### src/hdl/prfl_ram.sv
// generic single write port ram with registered read
module prfl_ram #(
  parameter int unsigned WIDTH = 8,
  parameter int unsigned DEPTH = 64
) (
  input  logic                     clk_i,
  input  logic                     we_i,
  input  logic [$clog2(DEPTH)-1:0] waddr_i,
  input  logic [WIDTH-1:0]         wdata_i,
  input  logic [$clog2(DEPTH)-1:0] raddr_i,
  output logic [WIDTH-1:0]         rdata_o
);

  logic [WIDTH-1:0] mem_q [DEPTH];
  logic [WIDTH-1:0] rdata_q;

  // write port and registered read port
  always_ff @(posedge clk_i) begin
    if (we_i) begin
      mem_q[waddr_i] <= wdata_i;
    end
    rdata_q <= mem_q[raddr_i];
  end

  assign rdata_o = rdata_q;

endmodule

### config.mk
export PLATFORM = sky130hd
export DESIGN_NAME = prfl_ram
export DESIGN_NICKNAME = d
export VERILOG_FILES = /design/src/hdl/prfl_ram.sv
export SDC_FILE = /design/constraint.sdc
export NUM_CORES = 1
export LEC_CHECK = 0
export BUFFER_PORTS_ARGS = -buffer_cell sky130_fd_sc_hd__buf_2
export CAP_MARGIN = 15
export CORE_MARGIN = 5
export CORE_UTILIZATION = 30
export DETAILED_ROUTE_END_ITERATION = 12
export GPL_TIMING_DRIVEN = 0
export PLACE_DENSITY_LB_ADDON = 0.1
export SLEW_MARGIN = 20
export SYNTH_ARGS = -nofsm -noshare
export SYNTH_HDL_FRONTEND = slang
export SYNTH_SLANG_ARGS = --single-unit
### constraint.sdc
create_clock -name clk_i -period 4 [get_ports clk_i]
set_clock_uncertainty 0.15 [all_clocks]
set_input_delay 0.4 -clock clk_i [delete_from_list [all_inputs] [get_ports clk_i]]
set_output_delay 0.4 -clock clk_i [all_outputs]
set_load 0.03 [all_outputs]
======== Word level (Yosys, flattened, before mapping) ========
Memories as Yosys holds them, arrays and structs flattened. A register that Yosys moved wholly into a read port is not among the register bits.
Cells that the tools add are included.
word-level totals
  register bits ........................... 0
  RAM bits ................................ 512
  output and inout bits ................... 8
  word-level logic and storage cells ...... 3
  memories ................................ 1
memory list
  memory  words  width  read ports  clocked after memory_dff  wr ports  line  RTL
  mem_q   64     8      1           1                         1         14    logic [WIDTH-1:0] mem_q [DEPTH];
operators by class
  multiplexer cells ....................... 2
operators by type and width
  operator  number
  $mux W1   2

======== Logic depth before layout (Yosys ltp) ========
  word-level depth ........................ 2
  depth in mapped cells ................... 9
  mapped depth without buffers ............ 5

======== Worst setup path after synthesis ========
No wires, ideal clock.
  path type ............................... input-to-reg
  start ................................... input port raddr_i[1]
  end ..................................... register rdata_q[3] (netlist: rdata_o[3]), read port of mem_q
  setup time .............................. 128 ps
  data arrival time ....................... 1940 ps
  data required time ...................... 3722 ps
  slack ................................... 1782 ps
  stages .................................. 7
  cells stage by stage .................... buf_4 buf_2 buf_2 mux4_2 mux4_2 o21ai_1 o41ai_1
RTL lines
  item             line  RTL
  start, declared  10    input logic [$clog2(DEPTH)-1:0] raddr_i,
  end, declared    15    logic [WIDTH-1:0] rdata_q;

==> tab_implementation.tex <==
\begin{tabular}{lr}
\hline
Metric & Value \\
\hline
\multicolumn{2}{l}{\textbf{Run status}} \\
Run status & finished clean \\
\multicolumn{2}{l}{\textbf{Routing}} \\
Count of antenna-violating nets left after detailed routing & 0 \\
Via count & 9,684 \\
DR DRC count & 0 \\
Drt pass-1 iters & 5 \\
DR iter-0 viols & 924 \\
Detailed-route wire length & 56,310 µm \\
Vias per Instance & 5.002 \\
Mean routed wirelength per cell & 29.08 µm \\
\multicolumn{2}{l}{\textbf{Logic synthesis}} \\
Count of distinct cell types in the synthesized netlist & 40 \\
Parity-gate share of the synthesized area counting xor and xnor cells & 0\% \\
Synthesized area & 0.02017 mm² \\
Synth Area in Simple Gates & 3.388\% \\
Number of enable-type register cells in the synthesized netlist & 512 \\
Synthesized instance count & 940 \\
Syn nets & 962 \\
Synthesized area per cell & 21.45 µm² \\
Combinational family with the most area after synthesis & multiplexers \\
Async set-reset flop share out of synthesis & 0\% \\
Area fraction in compound gates after synthesis & 2.072\% \\
Most instantiated flip-flop cell in the synthesis netlist & sky130\_fd\_sc\_hd\_\_edfxtp\_1 \\
Share of synthesized cell area in full adder, half adder and majority cells & 0\% \\
Sequential element share of the synthesized area & 77.03\% \\
FF+latch count, synth & 520 \\
Synth Warn \# & 0 \\
Share of cell area taken by muxes after synthesis & 15.94\% \\
\multicolumn{2}{l}{\textbf{Pwr}} \\
Leakage dissipation & 7.117 nW \\
Maximum vdd drop & 295.0 µV \\
Total power divided by cell area & 512.3 mW/mm² \\
Overall power & 11.90 mW \\
\multicolumn{2}{l}{\textbf{Global routing}} \\
Total global-route track usage & 15.25\% \\
Global-route wire length before repair & 78,840 µm \\
Antenna violations before repair & 5 \\
Number of global-route vias before repair & 10,050 \\
Pin count of the biggest net entering global routing & 65 \\
Remaining Overflow, GRT & 0 \\
\multicolumn{2}{l}{\textbf{Clock network}} \\
Number of buffers inserted by post-CTS setup repair & 0 \\
TritonCTS sink count & 520 \\
Count of hold-fix buffers inserted at cts & 0 \\
CTS tree & done \\
Number of buffers on the longest clock path & 3 \\
TritonCTS Buffers & 56 \\
Clock Latency Late Sink & 0.61 ns \\
Count of instances resized after the clock tree is built & 0 \\
Level count of the clock H-tree & 2 \\
Clock-pin slew reported for the worst setup and hold paths after clock tree synthesis & 0.06 ns \\
Root buffer cell & sky130\_fd\_sc\_hd\_\_clkbuf\_16 \\
\multicolumn{2}{l}{\textbf{Min path}} \\
Worst min-delay path class & in -> reg \\
\multicolumn{2}{l}{\textbf{Placed design}} \\
Placed insts & 1,834 \\
DP HPWL & 36,000 µm \\
Last weighted congestion value of the routability-driven placer & 0.8151 \\
Worst slack at placement & 0.2399 ns \\
Port Buffers & 21 \\
\multicolumn{2}{l}{\textbf{Flow run}} \\
Max capacitance violation total & 0 \\
\multicolumn{2}{l}{\textbf{Die}} \\
Rows & 95 \\
Core footprint & 0.06692 mm² \\
Starting Density & 30.14\% \\
Overall die width & 269.3 µm \\
Number of ports placed on the die boundary & 30 \\
Die ar. & 0.07251 mm² \\
Vertical die dimension & 269.3 µm \\
\multicolumn{2}{l}{\textbf{Setup path}} \\
Cell repeated most along the worst path & sky130\_fd\_sc\_hd\_\_buf\_2 \\
Crit path buf inv count & 4 \\
Req. time, crit path & 4.27 ns \\
Delay of the slowest cell on the worst path & 0.76 ns \\
Worst setup EP type & flop \\
Cell class contributing the biggest share of worst-path delay & buffers and inverters \\
Startpoint type of the worst setup path & input port \\
CP Cell Sequence & buf\_2 > buf\_4 > clkbuf\_1 > buf\_2 > o221ai\_1 > o21a\_1 > o41ai\_1 \\
Worst-path fanout max & 10 \\
Critical path class & in -> reg \\
Critical path's slowest cell & sky130\_fd\_sc\_hd\_\_o41ai\_1 \\
Data arrival, critical path & 3.38 ns \\
\multicolumn{2}{l}{\textbf{Timing}} \\
Count of final hold-check violations & 0 \\
Final period utilization & 77.89\% \\
Final setup vio count & 0 \\
Total Neg Setup Slack & 0 ns \\
Post-route minimum period & 3.115 ns \\
Fmax achieved & 321.0 MHz \\
Actual slew at the worst max-slew pin & 1.073 ns \\
Slew Limit Headroom & 28.21\% \\
Post-route setup slack & 0.8846 ns \\
Setup repair after global routing missed its margin & false \\
Number of max-slew violations in the final report & 0 \\
\multicolumn{2}{l}{\textbf{Finish}} \\
Final Net Count & 1,041 \\
Post-layout util & 34.73\% \\
Area Growth Syn to Fin & 15.23\% \\
Non-filler cells in the finished layout & 1,936 \\
Share of layout cells above drive strength 1 & 25.99\% \\
\hline
\end{tabular}
[layer usage]
metal,track usage (%),share of wire (%),vias to the layer above
met2,24.02,46,285
met4,3.943,2.4,4
li1,-,-,4087
met5,0,0.030,-
met1,21.77,46,5237
met3,3.227,5.5,71
[logic make-up (layout without fill, tap and decap cells)]
family | Yosys count | in the layout
AO/OA/AOI/OAI | 54 | 54
buffers and inverters | 51 | 173
flip-flops | 520 | 520
multiplexers | 162 | 162
other | 0 | 1
AND/OR/NAND/NOR | 153 | 153
[state kept, by name, indices dropped and copies added (netlist names)]
name and cells:
rdata_o 8, mem_q 512
[cells in the final DEF (no fill, tap or decap), types with 4 or more instances in the layout]
cell                        synthesis  final
sky130_fd_sc_hd__clkbuf_1          17     24
sky130_fd_sc_hd__nor2b_1           14     14
sky130_fd_sc_hd__edfxtp_1         512    512
sky130_fd_sc_hd__nand2_1           19     19
sky130_fd_sc_hd__o221ai_1           8      8
sky130_fd_sc_hd__nor3_1             7      5
sky130_fd_sc_hd__buf_4             13     21
sky130_fd_sc_hd__o22ai_1            8      8
sky130_fd_sc_hd__nand3_1           13     13
sky130_fd_sc_hd__clkinv_2           0     10
sky130_fd_sc_hd__mux4_2           126    126
sky130_fd_sc_hd__mux2_2            13     13
sky130_fd_sc_hd__clkinv_1           0     13
sky130_fd_sc_hd__clkbuf_16          0     57
sky130_fd_sc_hd__nand2b_1           7      7
sky130_fd_sc_hd__nor2_1            83     83
sky130_fd_sc_hd__buf_2             11     25
sky130_fd_sc_hd__bufinv_16          0      8
sky130_fd_sc_hd__a221oi_1           6      6
sky130_fd_sc_hd__dfxtp_1            8      8
sky130_fd_sc_hd__a211oi_1           4      4
sky130_fd_sc_hd__mux2i_1           23     23
sky130_fd_sc_hd__buf_6              4      4
[worst paths after layout]
kind	from	depth (start not counted)	slack (ns)	end
worst max-delay path	raddr_i[2]	7	0.88	rdata_o[3]$_DFF_P_
worst min register to register	mem_q[31][2]$_DFFE_PP_	4	0.87	rdata_o[2]$_DFF_P_
worst min-delay path	raddr_i[5]	2	0.17	rdata_o[5]$_DFF_P_
worst max register to register	mem_q[21][6]$_DFFE_PP_	5	1.63	rdata_o[6]$_DFF_P_
[power by group]
group          switching [mW]  internal, mW
Clock                    2.11          3.10
Combinational           0.438         0.215
Sequential            0.00987          6.03
Total                    2.55          9.35
[synth_stat cells, types with 7 or more instances]
cell,instances,area (µm²)
sky130_fd_sc_hd__nor3_1,7,35.03
sky130_fd_sc_hd__nand2_1,19,71.32
sky130_fd_sc_hd__clkbuf_1,17,63.81
sky130_fd_sc_hd__nand2b_1,7,43.79
sky130_fd_sc_hd__o22ai_1,8,50.05
sky130_fd_sc_hd__nor2_1,83,311.6
sky130_fd_sc_hd__buf_4,13,97.59
sky130_fd_sc_hd__buf_2,11,55.05
sky130_fd_sc_hd__nand3_1,13,65.06
sky130_fd_sc_hd__mux2_2,13,146.4
sky130_fd_sc_hd__nor2b_1,14,87.58
sky130_fd_sc_hd__edfxtp_1,512,15370
sky130_fd_sc_hd__dfxtp_1,8,160.2
sky130_fd_sc_hd__o221ai_1,8,70.07
sky130_fd_sc_hd__mux4_2,126,2838
sky130_fd_sc_hd__mux2i_1,23,230.2
[stage by stage]
step	hold WS (ns)	cell area (µm²)
global placement	0.6875	21360
CTS	0.09344	23240
finish	0.1663	23240
global route	0.1373	23240
detailed placement	0.6880	21400
floorplan	0.3489	20170
[layout make-up]
class,count,area [µm²]
clock inverters,37,387.9
fillers,6258,43680
diodes,1,2.502
multi-input cells,369,4325
well taps,873,1092
repair buffers,21,125.1
plain buffers,51,317.8
clock buffers,64,1453
flip-flops and latches,520,15530
Note: power is estimated with default switching activity, not from simulation.
