## config.mk

```make
export PLATFORM = sky130hd
export DESIGN_NAME = prfl_sum
export DESIGN_NICKNAME = d
export VERILOG_FILES = /design/src/hdl/prfl_pkg.sv /design/src/hdl/prfl_sum.sv
export SDC_FILE = /design/constraint.sdc
export NUM_CORES = 1
export LEC_CHECK = 0
export BUFFER_PORTS_ARGS = -buffer_cell sky130_fd_sc_hd__buf_2
export CORE_UTILIZATION = 40
export CTS_CLUSTER_DIAMETER = 100
export DETAILED_ROUTE_END_ITERATION = 8
export PLACE_DENSITY = 0.61
export SLEW_MARGIN = 0
export SYNTH_ARGS = -nofsm -noshare
export SYNTH_HDL_FRONTEND = slang
export SYNTH_SLANG_ARGS = --single-unit
export TNS_END_PERCENT = 100
```

## constraint.sdc

```tcl
create_clock -name clk_i -period 5.22 [get_ports clk_i]
set_clock_uncertainty 0.05 [all_clocks]
set_input_delay 0.261 -clock clk_i [delete_from_list [all_inputs] [get_ports clk_i]]
set_output_delay 0.261 -clock clk_i [all_outputs]
set_load 0.05 [all_outputs]
```

## src/hdl/prfl_pkg.sv

```systemverilog
// shared constants and types for the page run free list allocator
package prfl_pkg;

  // address and page geometry
  localparam int unsigned ADDR_BITS  = 48;
  localparam int unsigned PAGE_BYTES = 4096;
  localparam int unsigned PAGE_SHIFT = $clog2(PAGE_BYTES);
  localparam int unsigned PN_BITS    = ADDR_BITS - PAGE_SHIFT;

  // default depth of the run store
  localparam int unsigned RUN_DEPTH_DEF = 64;

  // request codes
  localparam logic [1:0] REQ_ADD   = 2'd0;
  localparam logic [1:0] REQ_ALLOC = 2'd1;
  localparam logic [1:0] REQ_FREE  = 2'd2;

  // status codes
  localparam logic [1:0] ST_OK    = 2'd0;
  localparam logic [1:0] ST_EMPTY = 2'd1;
  localparam logic [1:0] ST_FULL  = 2'd2;

  // one run entry in the store
  typedef struct packed {
    logic [PN_BITS-1:0] base;
    logic [PN_BITS-1:0] count;
  } run_t;

  // update request for the byte totals
  typedef struct packed {
    logic                 en;
    logic                 usable;
    logic [ADDR_BITS-1:0] len;
  } sum_upd_t;

endpackage

```

## src/hdl/prfl_sum.sv

```systemverilog
// saturating byte totals for all regions and usable regions
module prfl_sum import prfl_pkg::*; (
  input  logic                 clk_i,
  input  logic                 rst_ni,
  input  sum_upd_t             upd_i,
  output logic [ADDR_BITS-1:0] total_o,
  output logic [ADDR_BITS-1:0] usable_o
);

  logic [ADDR_BITS-1:0] total_q, total_d;
  logic [ADDR_BITS-1:0] usable_q, usable_d;
  logic [ADDR_BITS:0]   total_sum;
  logic [ADDR_BITS:0]   usable_sum;

  // saturating adds, carry out clamps to all ones
  always_comb begin
    total_sum  = {1'b0, total_q} + {1'b0, upd_i.len};
    usable_sum = {1'b0, usable_q} + {1'b0, upd_i.len};
    total_d    = total_q;
    usable_d   = usable_q;
    if (upd_i.en) begin
      total_d = total_sum[ADDR_BITS] ? '1 : total_sum[ADDR_BITS-1:0];
      if (upd_i.usable) begin
        usable_d = usable_sum[ADDR_BITS] ? '1 : usable_sum[ADDR_BITS-1:0];
      end
    end
  end

  // total registers
  always_ff @(posedge clk_i or negedge rst_ni) begin
    if (!rst_ni) begin
      total_q  <= '0;
      usable_q <= '0;
    end else begin
      total_q  <= total_d;
      usable_q <= usable_d;
    end
  end

  assign total_o  = total_q;
  assign usable_o = usable_q;

endmodule

```

; After elaboration in Yosys (flattened, before gate mapping)
; Index checks and enable logic that the tools add are counted.
; W data, S select, Z words.
[op_classes]
reduce_logical = 1
n_mux = 2
add_sub_neg = 2
[op_table]
columns = operator, n
row1 = $add A48 B48 Y49, 2
row2 = $mux W48, 2
row3 = $reduce_and A2 Y1, 1
[word_totals]
inputBits = 52
out_inout_bits = 96
wordCells = 7
reg_bits = 96

; Logic depth before layout (Yosys ltp)
; Gate-level depths: netlist of the first run.
[logic_depth]
ltp_word = 2
depth_mapped = 12
mapped_depth_nobuf = 11

; Worst setup path after synthesis of the first run
; Ideal clock, no wire load.
[synth_path]
path_type = reg-to-reg
from = reg total_q[0] (netlist: total_o[0])
to = reg total_q[46] (netlist: total_o[46])
setup_time_ns = 0.123
stages_incl_launch_ff = 12
n_path_buf = 0
period_less_slack_ns = 3.281
t_required_ns = 5.047
arrival_time_ns = 3.108
path_slack_ns = 1.939
path_cell_list = dfrtp_1 -> ha_1 -> fa_1 -> a211oi_1 -> o21ai_1 -> o211ai_1 -> a22o_1 -> nor3_1 -> o21ai_0 -> nand2_2 -> or4b_1 -> o221a_2
[synth_between]
elab_chain_cells = 2
[synth_lines]
columns = element, line_no
row1 = start: declaration, prfl_sum.sv:10  ; logic [ADDR_BITS-1:0] total_q, total_d;
row2 = start signal: assignment, prfl_sum.sv:35  ; total_q <= total_d;
row3 = $add A48 B48 Y49, prfl_sum.sv:17  ; total_sum = {1'b0, total_q} + {1'b0, upd_i.len};
row4 = $mux W48, prfl_sum.sv:22  ; total_d = total_sum[ADDR_BITS] ? '1 : total_sum[ADDR_BITS-1:0];
; No other way between the ends.
; A chain may end at the register's enable or synchronous reset.

; Worst setup path in the final report of the first run
[layout_path]
from = reg usable_q[0] (netlist: usable_o[0])
to = reg usable_q[40] (netlist: usable_o[40])
[layout_between]
elab_chain_cells = 2
[layout_lines]
columns = element, line_no
row1 = start: declaration, prfl_sum.sv:11  ; logic [ADDR_BITS-1:0] usable_q, usable_d;
row2 = start signal: assignment, prfl_sum.sv:36  ; usable_q <= usable_d;
row3 = $add A48 B48 Y49, prfl_sum.sv:18  ; usable_sum = {1'b0, usable_q} + {1'b0, upd_i.len};
row4 = $mux W48, prfl_sum.sv:24  ; usable_d = usable_sum[ADDR_BITS] ? '1 : usable_sum[ADDR_BITS-1:0];
; No other way between the ends.

==> results of run 1 <==
per-layer routing:
| layer | vias to the layer above | track usage | part of all wire |
|---|---|---|---|
| met5 | - | 0 | 0 |
| met4 | 0 | 0.0875 | 0.025 |
| met3 | 39 | 0.0384 | 0.063 |
| met2 | 294 | 0.395 | 0.45 |
| met1 | 4193 | 0.343 | 0.46 |
| li1 | 4299 | - | - |
state kept, by name, indices dropped and copies added, names as in the netlist:
| register | flops |
|---|---|
| total_o | 48 |
| usable_o | 48 |
cells by family after synthesis:
family                   count (synthesis)  synth area share
AND/OR/NAND/NOR                        317             0.164
adder cells (fa/ha/maj)                 98             0.138
flip-flops                              96             0.266
AO/OA/AOI/OAI                          432             0.308
buffers and inverters                   74            0.0419
multiplexers                             1           0.00111
XOR/XNOR                                84            0.0815
worst min-delay path: stages:
cell                     delay [ps]
sky130_fd_sc_hd__buf_2          110
sky130_fd_sc_hd__ha_1           130
sky130_fd_sc_hd__o22a_1         110
where the power goes:
group	total, mW	internal, mW	switching (mW)	leakage (nW)
Sequential	1.36	1.05	0.307	0.952
Combinational	5.02	1.65	3.37	3.01
Clock	0.651	0.336	0.314	0.130
Total	7.03	3.04	3.99	4.09
worst max-delay path by stage:
stage               slack [ps]  depth (start not counted)         start      endpoint
floorplan                 1940                         11    total_o[0]   total_o[46]
global placement          1550                         12      upd_i[0]   total_o[42]
detailed placement        1500                         12      upd_i[0]   total_o[46]
CTS                       1510                         11    total_o[0]   total_o[46]
global route              1180                         10  usable_o[15]   usable_o[4]
finish                    1500                         11   usable_o[0]  usable_o[40]
area by class of cell:
cell class                 count  area (sq um)  share of cell area
multi-input combinational    932          6250               0.618
clock inverter                 3          17.5             0.00173
timing repair buffer         151           771              0.0762
sequential                    96          2400               0.237
tap                          280           350              0.0346
clock buffer                  13           250              0.0247
inverter                      20          75.1             0.00742
synth_stat cells, types with 4 or more instances:
library cell / instances
sky130_fd_sc_hd__a211oi_1: 11
sky130_fd_sc_hd__a21o_1: 39
sky130_fd_sc_hd__a21oi_1: 187
sky130_fd_sc_hd__a31oi_1: 14
sky130_fd_sc_hd__buf_2: 11
sky130_fd_sc_hd__clkbuf_1: 34
sky130_fd_sc_hd__dfrtp_1: 96
sky130_fd_sc_hd__ha_1: 96
sky130_fd_sc_hd__inv_1: 20
sky130_fd_sc_hd__nand2_1: 74
sky130_fd_sc_hd__nand2b_1: 6
sky130_fd_sc_hd__nand3_1: 15
sky130_fd_sc_hd__nand4_1: 21
sky130_fd_sc_hd__nor2_1: 131
sky130_fd_sc_hd__nor2b_1: 10
sky130_fd_sc_hd__nor3_1: 19
sky130_fd_sc_hd__nor4_1: 4
sky130_fd_sc_hd__o211ai_1: 11
sky130_fd_sc_hd__o21a_1: 11
sky130_fd_sc_hd__o21ai_0: 61
sky130_fd_sc_hd__o21bai_1: 18
sky130_fd_sc_hd__o22a_1: 13
sky130_fd_sc_hd__o31ai_1: 9
sky130_fd_sc_hd__or2_2: 5
sky130_fd_sc_hd__or3_1: 10
sky130_fd_sc_hd__xnor2_1: 40
sky130_fd_sc_hd__xor2_1: 44
==> results.json, run 1 <==
{
  "numCtsBuffers": 9,
  "crit_family": "compound AO/OA/AOI/OAI gates",
  "synth.lib_cells_used.distinct": 83,
  "post-route-period-util": 0.713,
  "reg2regPathDepth": 11,
  "setup_viol_count_final": 0,
  "insertedDiodeCount": 0,
  "max_stage_delay_on_crit_path_ps": 830,
  "worst_ir_drop_vdd_mv": 0.348,
  "drv_cap": 0,
  "worstSetupStartpointType": "flop",
  "crit-reg2reg-capture": "usable_o[40]",
  "timing.critical_path.slowest_stage_cell": "sky130_fd_sc_hd__nor2_4",
  "worst_hold_path.num_cells": 3,
  "total_routing_usage_reported_by_global_routing": 0.249,
  "series_of_cell_instances_along_the_critical_path": "ha_1, fa_1, a21oi_1, o21ai_1, a31oi_1, o21bai_1, a21oi_1, o21a_1, nor2_1, nor2_4, a31oi_1",
  "finalWeightedCongestion": 0.920,
  "failed_checks": "DRC",
  "drc_errors": 7,
  "synthToLayoutAreaGrowth_pct": 12.1,
  "number_of_enable_type_register_cells_in_the_synthesized_netlist": 0,
  "grt-ovfl-total": 0,
  "hold_violation_total_from_the_final_report": 0,
  "grt_max_degree": 61,
  "postCtsSetupBuffers": 0,
  "layout_min_cycle_time_ps": 3720,
  "ys.flop_type": "sky130_fd_sc_hd__dfrtp_1",
  "capturing_element_type_of_the_critical_path": "flop",
  "die_w_um": 152,
  "die_height_um": 152,
  "status": "finished, violations left",
  "rrSetupSlack_ps": 1500,
  "total_number_of_vias": 8825,
  "ctsRootBufferMaster": "sky130_fd_sc_hd__clkbuf_16",
  "clk_pin_slew_ps": 70,
  "cts-root-to-sink-buffers": 2,
  "tritoncts": "yes",
  "layout-drive-gt1-share": 0.162,
  "hold_path_startpoint": "upd_i[0]",
  "worst-endpoint-arrival_ps": 3870,
  "total_leakage_power_nw": 4.09,
  "netlist_area_sq_mm": 0.00902,
  "initialDrtViolationCount": 515,
  "buffer_ports.inserted": 147,
  "grt_first_pass_wirelength_um": 45600,
  "die_area_sq_mm": 0.0232,
  "synth.ff_latch_count": 96,
  "floorplan.initialDensity": 0.411,
  "cts-htree-levels": 3,
  "count_of_boundary_i_o_pins": 148,
  "num-nets-final": 1360,
  "first_pass_iteration_count_of_the_detailed_router": 7,
  "rsz0062_at_grt": "no",
  "worst_path_required_time_ps": 5360,
  "power.density_cell_area_mw_per_mm2": 695,
  "fin_worst_hold_slack_ps": 216,
  "slew_headroom": 0.262,
  "layout.cells.most_common_list": "sky130_fd_sc_hd__a21oi_1, sky130_fd_sc_hd__buf_2, sky130_fd_sc_hd__nor2_1",
  "hold_path_class": "input port to flop",
  "fin_tns_setup_ps": 0,
  "fp.coreArea_sq_mm": 0.0220,
  "synth.area.top_cells": "sky130_fd_sc_hd__dfrtp_1, sky130_fd_sc_hd__ha_1, sky130_fd_sc_hd__a21oi_1",
  "post_layout_nonfiller_instances": 1495,
  "max_freq_ghz": 0.268,
  "reg2reg_start": "usable_o[0]",
  "ys_async_sr_fraction": 1.00,
  "post-synth-top-area-fraction": 0.266,
  "yosys.area.top_type": "sky130_fd_sc_hd__dfrtp_1",
  "totalWireLength_um": 28700,
  "critical_path_buffer_and_inverter_count": 0,
  "rows": 54,
  "dpl.hpwl_um": 22300,
  "detailedPlace.worstSlack_ps": 1500,
  "postLayoutCellArea_sq_mm": 0.0101,
  "initial_antenna_violation_count": 0,
  "mappedNetlistNets": 1252,
  "worst_slack_ps": 1500,
  "holdBufCountCts": 1,
  "wire_per_inst_um": 19.2,
  "synthesized_netlist_cell_count": 1102,
  "worst_skew_pair.late_latency_ps": 370,
  "ys_seq_area_frac": 0.266,
  "post_cts.resized_instances": 0,
  "finalCoreUtilization": 0.461,
  "nFillCells": 2238,
  "antenna_left": 0,
  "timing.final.max_slew_violations": 0,
  "dpl.cell_count": 1478,
  "worst-slew-pin-transition_ps": 1110,
  "synth.avg_cell_area_sq_um": 8.19,
  "timing.critical_path.fanout_max": 41,
  "tritoncts_num_sinks": 96,
  "first_global_vias": 8392,
  "kind_of_critical_path": "flop to flop",
  "area_post_placement_sq_mm": 0.00984,
  "p_total_mw": 7.03,
  "leading_cell_type_in_the_layout_fill_and_taps_excluded": "sky130_fd_sc_hd__a21oi_1",
  "holdPathEnd": "usable_o[0]",
  "routed_via_density": 5.90,
  "ys.warnings.count": 0
}
No activity file was read; power rests on OpenSTA's default activity.
==> inputs of run 2 (changes only) <==
--- a/config.mk
+++ b/config.mk
@@ -5,11 +5,12 @@
 export SDC_FILE = /design/constraint.sdc
 export NUM_CORES = 1
 export LEC_CHECK = 0
+export ABC_AREA = 1
 export BUFFER_PORTS_ARGS = -buffer_cell sky130_fd_sc_hd__buf_2
 export CORE_UTILIZATION = 40
 export CTS_CLUSTER_DIAMETER = 100
 export DETAILED_ROUTE_END_ITERATION = 8
-export PLACE_DENSITY = 0.61
+export PLACE_DENSITY = 0.59
 export SLEW_MARGIN = 0
 export SYNTH_ARGS = -nofsm -noshare
 export SYNTH_HDL_FRONTEND = slang
==> constraint.sdc (replaced) <==
create_clock -name clk_i -period 3.77 [get_ports clk_i]
set_clock_uncertainty 0.05 [all_clocks]
set_input_delay 0.1885 -clock clk_i [delete_from_list [all_inputs] [get_ports clk_i]]
set_output_delay 0.1885 -clock clk_i [all_outputs]
set_load 0.05 [all_outputs]
==> run 2 against run 1 <==
Against the previous run:
- the flow now finishes without violations
- hold slack got worse by 100 ps
- critical endpoint is now usable_o[47]
- critical path type unchanged
- non-clock buffer count is 5 higher
- largest cell class unchanged
- combinational power is 66% higher
- maximum frequency up 43%
- total power is 59% higher
- clock power grew 61%
- synthesized area up 34%
==> results.json, run 2 <==
{
  "timing.critical_path.slowest_stage_cell": "sky130_fd_sc_hd__fa_1",
  "initialDrtViolationCount": 890,
  "post-synth-top-area-fraction": 0.253,
  "layout_min_cycle_time_ps": 2610,
  "post-route-period-util": 0.693,
  "synth.ff_latch_count": 96,
  "fin_tns_setup_ps": 0,
  "fp.coreArea_sq_mm": 0.0297,
  "numCtsBuffers": 9,
  "synthesized_netlist_cell_count": 2164,
  "total_leakage_power_nw": 7.77,
  "kind_of_critical_path": "flop to flop",
  "ys_seq_area_frac": 0.198,
  "timing.critical_path.fanout_max": 21,
  "synthToLayoutAreaGrowth_pct": 12.2,
  "buffer_ports.inserted": 147,
  "ys.warnings.count": 0,
  "rsz0062_at_grt": "no",
  "worst_skew_pair.late_latency_ps": 380,
  "power.density_cell_area_mw_per_mm2": 824,
  "num-nets-final": 2463,
  "series_of_cell_instances_along_the_critical_path": "ha_1, fa_1, nand2_1, nand2_1, nand3_1, nand2_2, nand2_1, nand2_2, nand2_2, nand2_4, a21oi_2, buf_4, nand3_1, nand2_1, inv_1",
  "hold_path_class": "input port to flop",
  "floorplan.initialDensity": 0.408,
  "ys_async_sr_fraction": 1.00,
  "nFillCells": 3353,
  "total_number_of_vias": 13200,
  "critical_path_buffer_and_inverter_count": 2,
  "postLayoutCellArea_sq_mm": 0.0136,
  "dpl.hpwl_um": 37100,
  "worstSetupStartpointType": "flop",
  "number_of_enable_type_register_cells_in_the_synthesized_netlist": 0,
  "mappedNetlistNets": 2314,
  "worst-slew-pin-transition_ps": 612,
  "yosysMostFrequentCell": "sky130_fd_sc_hd__nand2_1",
  "grt_max_degree": 50,
  "status": "finished, final reports clean",
  "grt_first_pass_wirelength_um": 67500,
  "totalWireLength_um": 43600,
  "synth.lib_cells_used.distinct": 33,
  "wire_per_inst_um": 16.1,
  "cts-root-to-sink-buffers": 2,
  "clk_pin_slew_ps": 80,
  "worst-endpoint-arrival_ps": 2840,
  "grt-ovfl-total": 0,
  "netlist_area_sq_mm": 0.0121,
  "first_global_vias": 12600,
  "yosys.area.top_type": "sky130_fd_sc_hd__nand2_1",
  "routed_via_density": 4.87,
  "initial_antenna_violation_count": 0,
  "die_w_um": 176,
  "timing.final.max_slew_violations": 0,
  "slew_headroom": 0.592,
  "drc_errors": 0,
  "worst_ir_drop_vdd_mv": 0.386,
  "layout.cells.most_common_list": "sky130_fd_sc_hd__nand2_1, sky130_fd_sc_hd__inv_1, sky130_fd_sc_hd__nor2_1",
  "synth.avg_cell_area_sq_um": 5.60,
  "drv_cap": 0,
  "count_of_boundary_i_o_pins": 148,
  "layout-drive-gt1-share": 0.116,
  "area_post_placement_sq_mm": 0.0133,
  "synth.cells.most_frequent": "sky130_fd_sc_hd__nand2_1, sky130_fd_sc_hd__inv_1, sky130_fd_sc_hd__nor2_1",
  "setup_viol_count_final": 0,
  "postCtsSetupBuffers": 0,
  "max_freq_ghz": 0.383,
  "die_height_um": 176,
  "crit_family": "simple AND/OR/NAND/NOR gates",
  "timing.critical_path.mode_cell": "sky130_fd_sc_hd__nand2_1",
  "first_pass_iteration_count_of_the_detailed_router": 5,
  "total_routing_usage_reported_by_global_routing": 0.289,
  "max_stage_delay_on_crit_path_ps": 440,
  "tritoncts": "yes",
  "tritoncts_num_sinks": 96,
  "worst_path_required_time_ps": 4000,
  "rows": 63,
  "ctsRootBufferMaster": "sky130_fd_sc_hd__clkbuf_16",
  "leading_cell_type_in_the_layout_fill_and_taps_excluded": "sky130_fd_sc_hd__nand2_1",
  "finalWeightedCongestion": 0.995,
  "rrSetupSlack_ps": 1160,
  "antenna_left": 0,
  "die_area_sq_mm": 0.0310,
  "capturing_element_type_of_the_critical_path": "flop",
  "hold_violation_total_from_the_final_report": 0,
  "synth.area.top_cells": "sky130_fd_sc_hd__nand2_1, sky130_fd_sc_hd__dfrtp_1, sky130_fd_sc_hd__inv_1",
  "insertedDiodeCount": 0,
  "ys.flop_type": "sky130_fd_sc_hd__dfrtp_1",
  "cts-htree-levels": 3
}
run 2: cell types whose count changed after synthesis, moves of 46 or more:
cell and delta:
sky130_fd_sc_hd__nor2_2 +46, sky130_fd_sc_hd__nand3_1 +87, sky130_fd_sc_hd__o21ai_0 -61, sky130_fd_sc_hd__a21oi_1 -92, sky130_fd_sc_hd__nor2_1 +129, sky130_fd_sc_hd__inv_1 +428, sky130_fd_sc_hd__nand2_1 +744
run 2: power by group:
group / internal [mW] / switching (mW)
logic: 2.47 / 5.84
clock network: 0.524 / 0.524
registers: 1.44 / 0.398
total: 4.44 / 6.76
run 2: layout make-up:
class,count,area [sq um],area share
multi-input cells,1597,7900,0.581
repair buffers,156,808,0.0594
flip-flops and latches,96,2400,0.177
inverters,453,1700,0.125
well taps,390,488,0.0359
clock buffers,9,225,0.0166
clock inverters,7,77.6,0.00571
run 2: final timing paths:
path | from | endpoint | depth (start not counted)
worst max-delay path | usable_o[0] | usable_o[47] | 15
worst min-delay path | upd_i[0] | total_o[0] | 4
worst max register to register | usable_o[0] | usable_o[47] | 15
worst min register to register | total_o[30] | total_o[30] | 2
max in group asynchronous | rst_ni | usable_o[34] | 3
min in group asynchronous | rst_ni | total_o[10] | 2
run 2: worst reg2reg max path: cells and delay by family, from the launching register on:
kind	cells	cell delay, ps
AO/OA/AOI/OAI	1	140
flip-flops	1	400
buffers and inverters	2	320
AND/OR/NAND/NOR	10	920
adder cells (fa/ha/maj)	2	690
run 2: layer usage:
layer / global-route usage / routed length [um] / vias to the layer above
met4: 0.105 / 1500 / 0
met2: 0.485 / 20200 / 335
li1: - / - / 6805
met1: 0.378 / 19900 / 5968
met3: 0.0338 / 2000 / 76
met5: 0 / 0 / -
run 2: per-stage QoR:
step	instances	util	total power, mW	hold slack, ps	worst slack, ps
floorplan	2164	-	8.01	-157	1280
global placement	2691	0.447	10.1	195	1260
detailed placement	2691	0.447	10.1	199	1200
CTS	2708	0.458	11.2	99.0	1160
global route	2708	0.458	12.3	138	973
finish	2708	0.458	11.2	112	1160
run 2: cell families after synthesis:
family | share of synthesized area
AND/OR/NAND/NOR | 0.453
buffers and inverters | 0.150
flip-flops | 0.198
adder cells (fa/ha/maj) | 0.102
AO/OA/AOI/OAI | 0.0600
XOR/XNOR | 0.0361
run 2: timing repair:
| action | CTS | global route |
|---|---|---|
| hold buffers | 1 | 0 |
| gates resized for setup | 0 | 0 |
| hold endpoints to repair | 38 | 0 |
==> inputs of run 3 (changes only) <==
--- a/config.mk
+++ b/config.mk
@@ -10,7 +10,7 @@
 export CORE_UTILIZATION = 40
 export CTS_CLUSTER_DIAMETER = 100
 export DETAILED_ROUTE_END_ITERATION = 8
-export PLACE_DENSITY = 0.59
+export PLACE_DENSITY = 0.62
 export SLEW_MARGIN = 0
 export SYNTH_ARGS = -nofsm -noshare
 export SYNTH_HDL_FRONTEND = slang
==> constraint.sdc (replaced) <==
create_clock -name clk_i -period 2.2 [get_ports clk_i]
set_clock_uncertainty 0.05 [all_clocks]
set_input_delay 0.11 -clock clk_i [delete_from_list [all_inputs] [get_ports clk_i]]
set_output_delay 0.11 -clock clk_i [all_outputs]
set_load 0.05 [all_outputs]
==> run 3 against run 2 <==
Against the previous run:
- the flow now finishes with violations (setup timing)
- final cell count grew 7.3%
- first-iteration DRC count shrank 20%
- die area is the same
- register-to-register slack lost 1300 ps
- non-clock buffer count up 197
- hold slack got worse by 20 ps
- total power increased by 110%
- via count grew 7.1%
- count of clock-buffer cells in the layout up 3
- maximum frequency increased by 13%
- critical path depth is the same
- routed wire length rose by 8.7%
- critical path type unchanged
==> results.json, run 3 (synthesis results as in run 2) <==
{
  "status": "finished, violations left",
  "failed_checks": "setup timing",
  "first_pass_iteration_count_of_the_detailed_router": 5,
  "grt_first_pass_wirelength_um": 70500,
  "crit_start": "total_o[0]",
  "num-nets-final": 2660,
  "clk_pin_slew_ps": 80,
  "power.density_cell_area_mw_per_mm2": 1400,
  "post-route-period-util": 1.05,
  "capturing_element_type_of_the_critical_path": "flop",
  "worstSetupStartpointType": "flop",
  "count_of_boundary_i_o_pins": 148,
  "cts-htree-levels": 3,
  "p_total_mw": 23.7,
  "finalWeightedCongestion": 1.02,
  "die_area_sq_mm": 0.0310,
  "slew_headroom": 0.620,
  "dpl.hpwl_um": 38200,
  "post_layout_nonfiller_instances": 2905,
  "tritoncts": "yes",
  "layout.cells.most_common_list": "sky130_fd_sc_hd__nand2_1, sky130_fd_sc_hd__inv_1, sky130_fd_sc_hd__nor2_1",
  "detailedPlace.worstSlack_ps": -88.8,
  "grt_max_degree": 49,
  "cts-root-to-sink-buffers": 2,
  "postLayoutCellArea_sq_mm": 0.0169,
  "die_w_um": 176,
  "worst_ir_drop_vdd_mv": 0.929,
  "numCtsBuffers": 9,
  "grt-ovfl-total": 0,
  "worst-endpoint-arrival_ps": 2560,
  "dpl.cell_count": 2866,
  "total_number_of_vias": 14100,
  "routed_via_density": 4.86,
  "drv_cap": 0,
  "worst_slack_ps": -114,
  "buffer_ports.inserted": 147,
  "fp.coreArea_sq_mm": 0.0297,
  "total_leakage_power_nw": 8.95,
  "hold_path_startpoint": "upd_i[0]",
  "hold_path_class": "input port to flop",
  "insertedDiodeCount": 0,
  "rows": 63,
  "fin_tns_setup_ps": -2640,
  "total_routing_usage_reported_by_global_routing": 0.301,
  "first_global_vias": 13400,
  "max_freq_ghz": 0.432,
  "tritoncts_num_sinks": 96,
  "antenna_left": 0,
  "timing.critical_path.fanout_max": 7,
  "rsz0062_at_grt": "yes",
  "worst_skew_pair.late_latency_ps": 400,
  "die_height_um": 176,
  "synthToLayoutAreaGrowth_pct": 39.2,
  "layout_min_cycle_time_ps": 2310,
  "reg2reg_start": "total_o[0]",
  "nFillCells": 3042,
  "initial_antenna_violation_count": 0,
  "leading_cell_type_in_the_layout_fill_and_taps_excluded": "sky130_fd_sc_hd__nand2_1",
  "timing.final.max_slew_violations": 0,
  "area_post_placement_sq_mm": 0.0148,
  "ctsRootBufferMaster": "sky130_fd_sc_hd__clkbuf_16",
  "layout-drive-gt1-share": 0.289,
  "hold_violation_total_from_the_final_report": 0,
  "worst-slew-pin-transition_ps": 570,
  "drc_errors": 0,
  "kind_of_critical_path": "flop to flop",
  "setup_viol_count_final": 60,
  "totalWireLength_um": 47400,
  "initialDrtViolationCount": 716,
  "worst_path_required_time_ps": 2440,
  "floorplan.initialDensity": 0.408,
  "wire_per_inst_um": 16.3
}
-- run 3: cell count changes in the layout (fill, tap and decap cells not counted), moves of 36 or more --
cell                      change
sky130_fd_sc_hd__buf_4      +181
sky130_fd_sc_hd__ha_4        +55
sky130_fd_sc_hd__nand2_2     +44
sky130_fd_sc_hd__a21oi_1     -36
sky130_fd_sc_hd__nand2_1     -47
sky130_fd_sc_hd__nor2_1      -42
sky130_fd_sc_hd__ha_1        -60
sky130_fd_sc_hd__nand3_1     -38
-- run 3: critical path, stage by stage, from the launching register on --
cell                        delay [ps]
sky130_fd_sc_hd__dfrtp_2           430
sky130_fd_sc_hd__ha_4              160
sky130_fd_sc_hd__fa_2              330
sky130_fd_sc_hd__nand2_1            70
sky130_fd_sc_hd__nand2_1            60
sky130_fd_sc_hd__nand3_2            80
sky130_fd_sc_hd__nand2_2            70
sky130_fd_sc_hd__nand2_2            60
sky130_fd_sc_hd__nand2_2            60
sky130_fd_sc_hd__nand2_2           100
sky130_fd_sc_hd__nand2_4            70
sky130_fd_sc_hd__a21oi_4           270
sky130_fd_sc_hd__clkbuf_16         230
sky130_fd_sc_hd__nand3_1            70
sky130_fd_sc_hd__nand2_1            60
sky130_fd_sc_hd__inv_1              30
-- run 3: where the power goes --
part | leakage (nW) | total [mW] | internal [mW] | switching (mW)
Combinational | 7.86 | 18.5 | 6.94 | 11.5
Sequential | 0.934 | 3.26 | 2.50 | 0.758
Clock | 0.159 | 1.95 | 1.06 | 0.886
-- run 3: metal layers --
metal	vias up	GRT usage	routed length (um)
li1	7181	-	-
met4	0	0.115	1500
met5	-	0	0
met2	337	0.516	23000
met3	75	0.0301	2050
met1	6528	0.387	20900
-- run 3: worst paths after layout --
path                       depth (start not counted)  slack (ps)     endpoint
setup / recovery                                  15        -110  total_o[39]
hold / removal                                     4          90  usable_o[0]
setup reg to reg                                  15        -110  total_o[39]
hold reg to reg                                    2         510  total_o[27]
max in group asynchronous                          3        1310  usable_o[0]
min in group asynchronous                          2         140   total_o[9]
-- run 3: area by class of cell --
cell class / count / area [sq um] / area share
tap: 390 / 488 / 0.0289
clock buffer: 12 / 256 / 0.0152
timing repair buffer: 353 / 2470 / 0.146
multi-input combinational: 1597 / 9450 / 0.560
sequential: 96 / 2430 / 0.144
clock inverter: 4 / 76.3 / 0.00452
inverter: 453 / 1700 / 0.101
-- run 3: through the flow --
stage,util,hold WS [ps]
2_1_floorplan,-,-236
3_3_place_gp,0.497,24.0
3_5_place_dp,0.497,33.2
4_1_cts,0.517,94.8
5_1_grt,0.568,129
6_report,0.568,92.0
-- run 3: timing repair --
| item | in CTS | in global routing |
|---|---|---|
| endpoints found under the setup margin | 67 | 96 |
| buffers inserted | 5 | 15 |
| gates cloned | 2 | 3 |
| pin swaps | 2 | 40 |
| hold buffers | 1 | 0 |
| hold endpoints to repair | 22 | 0 |
| resized for setup | 31 | 255 |
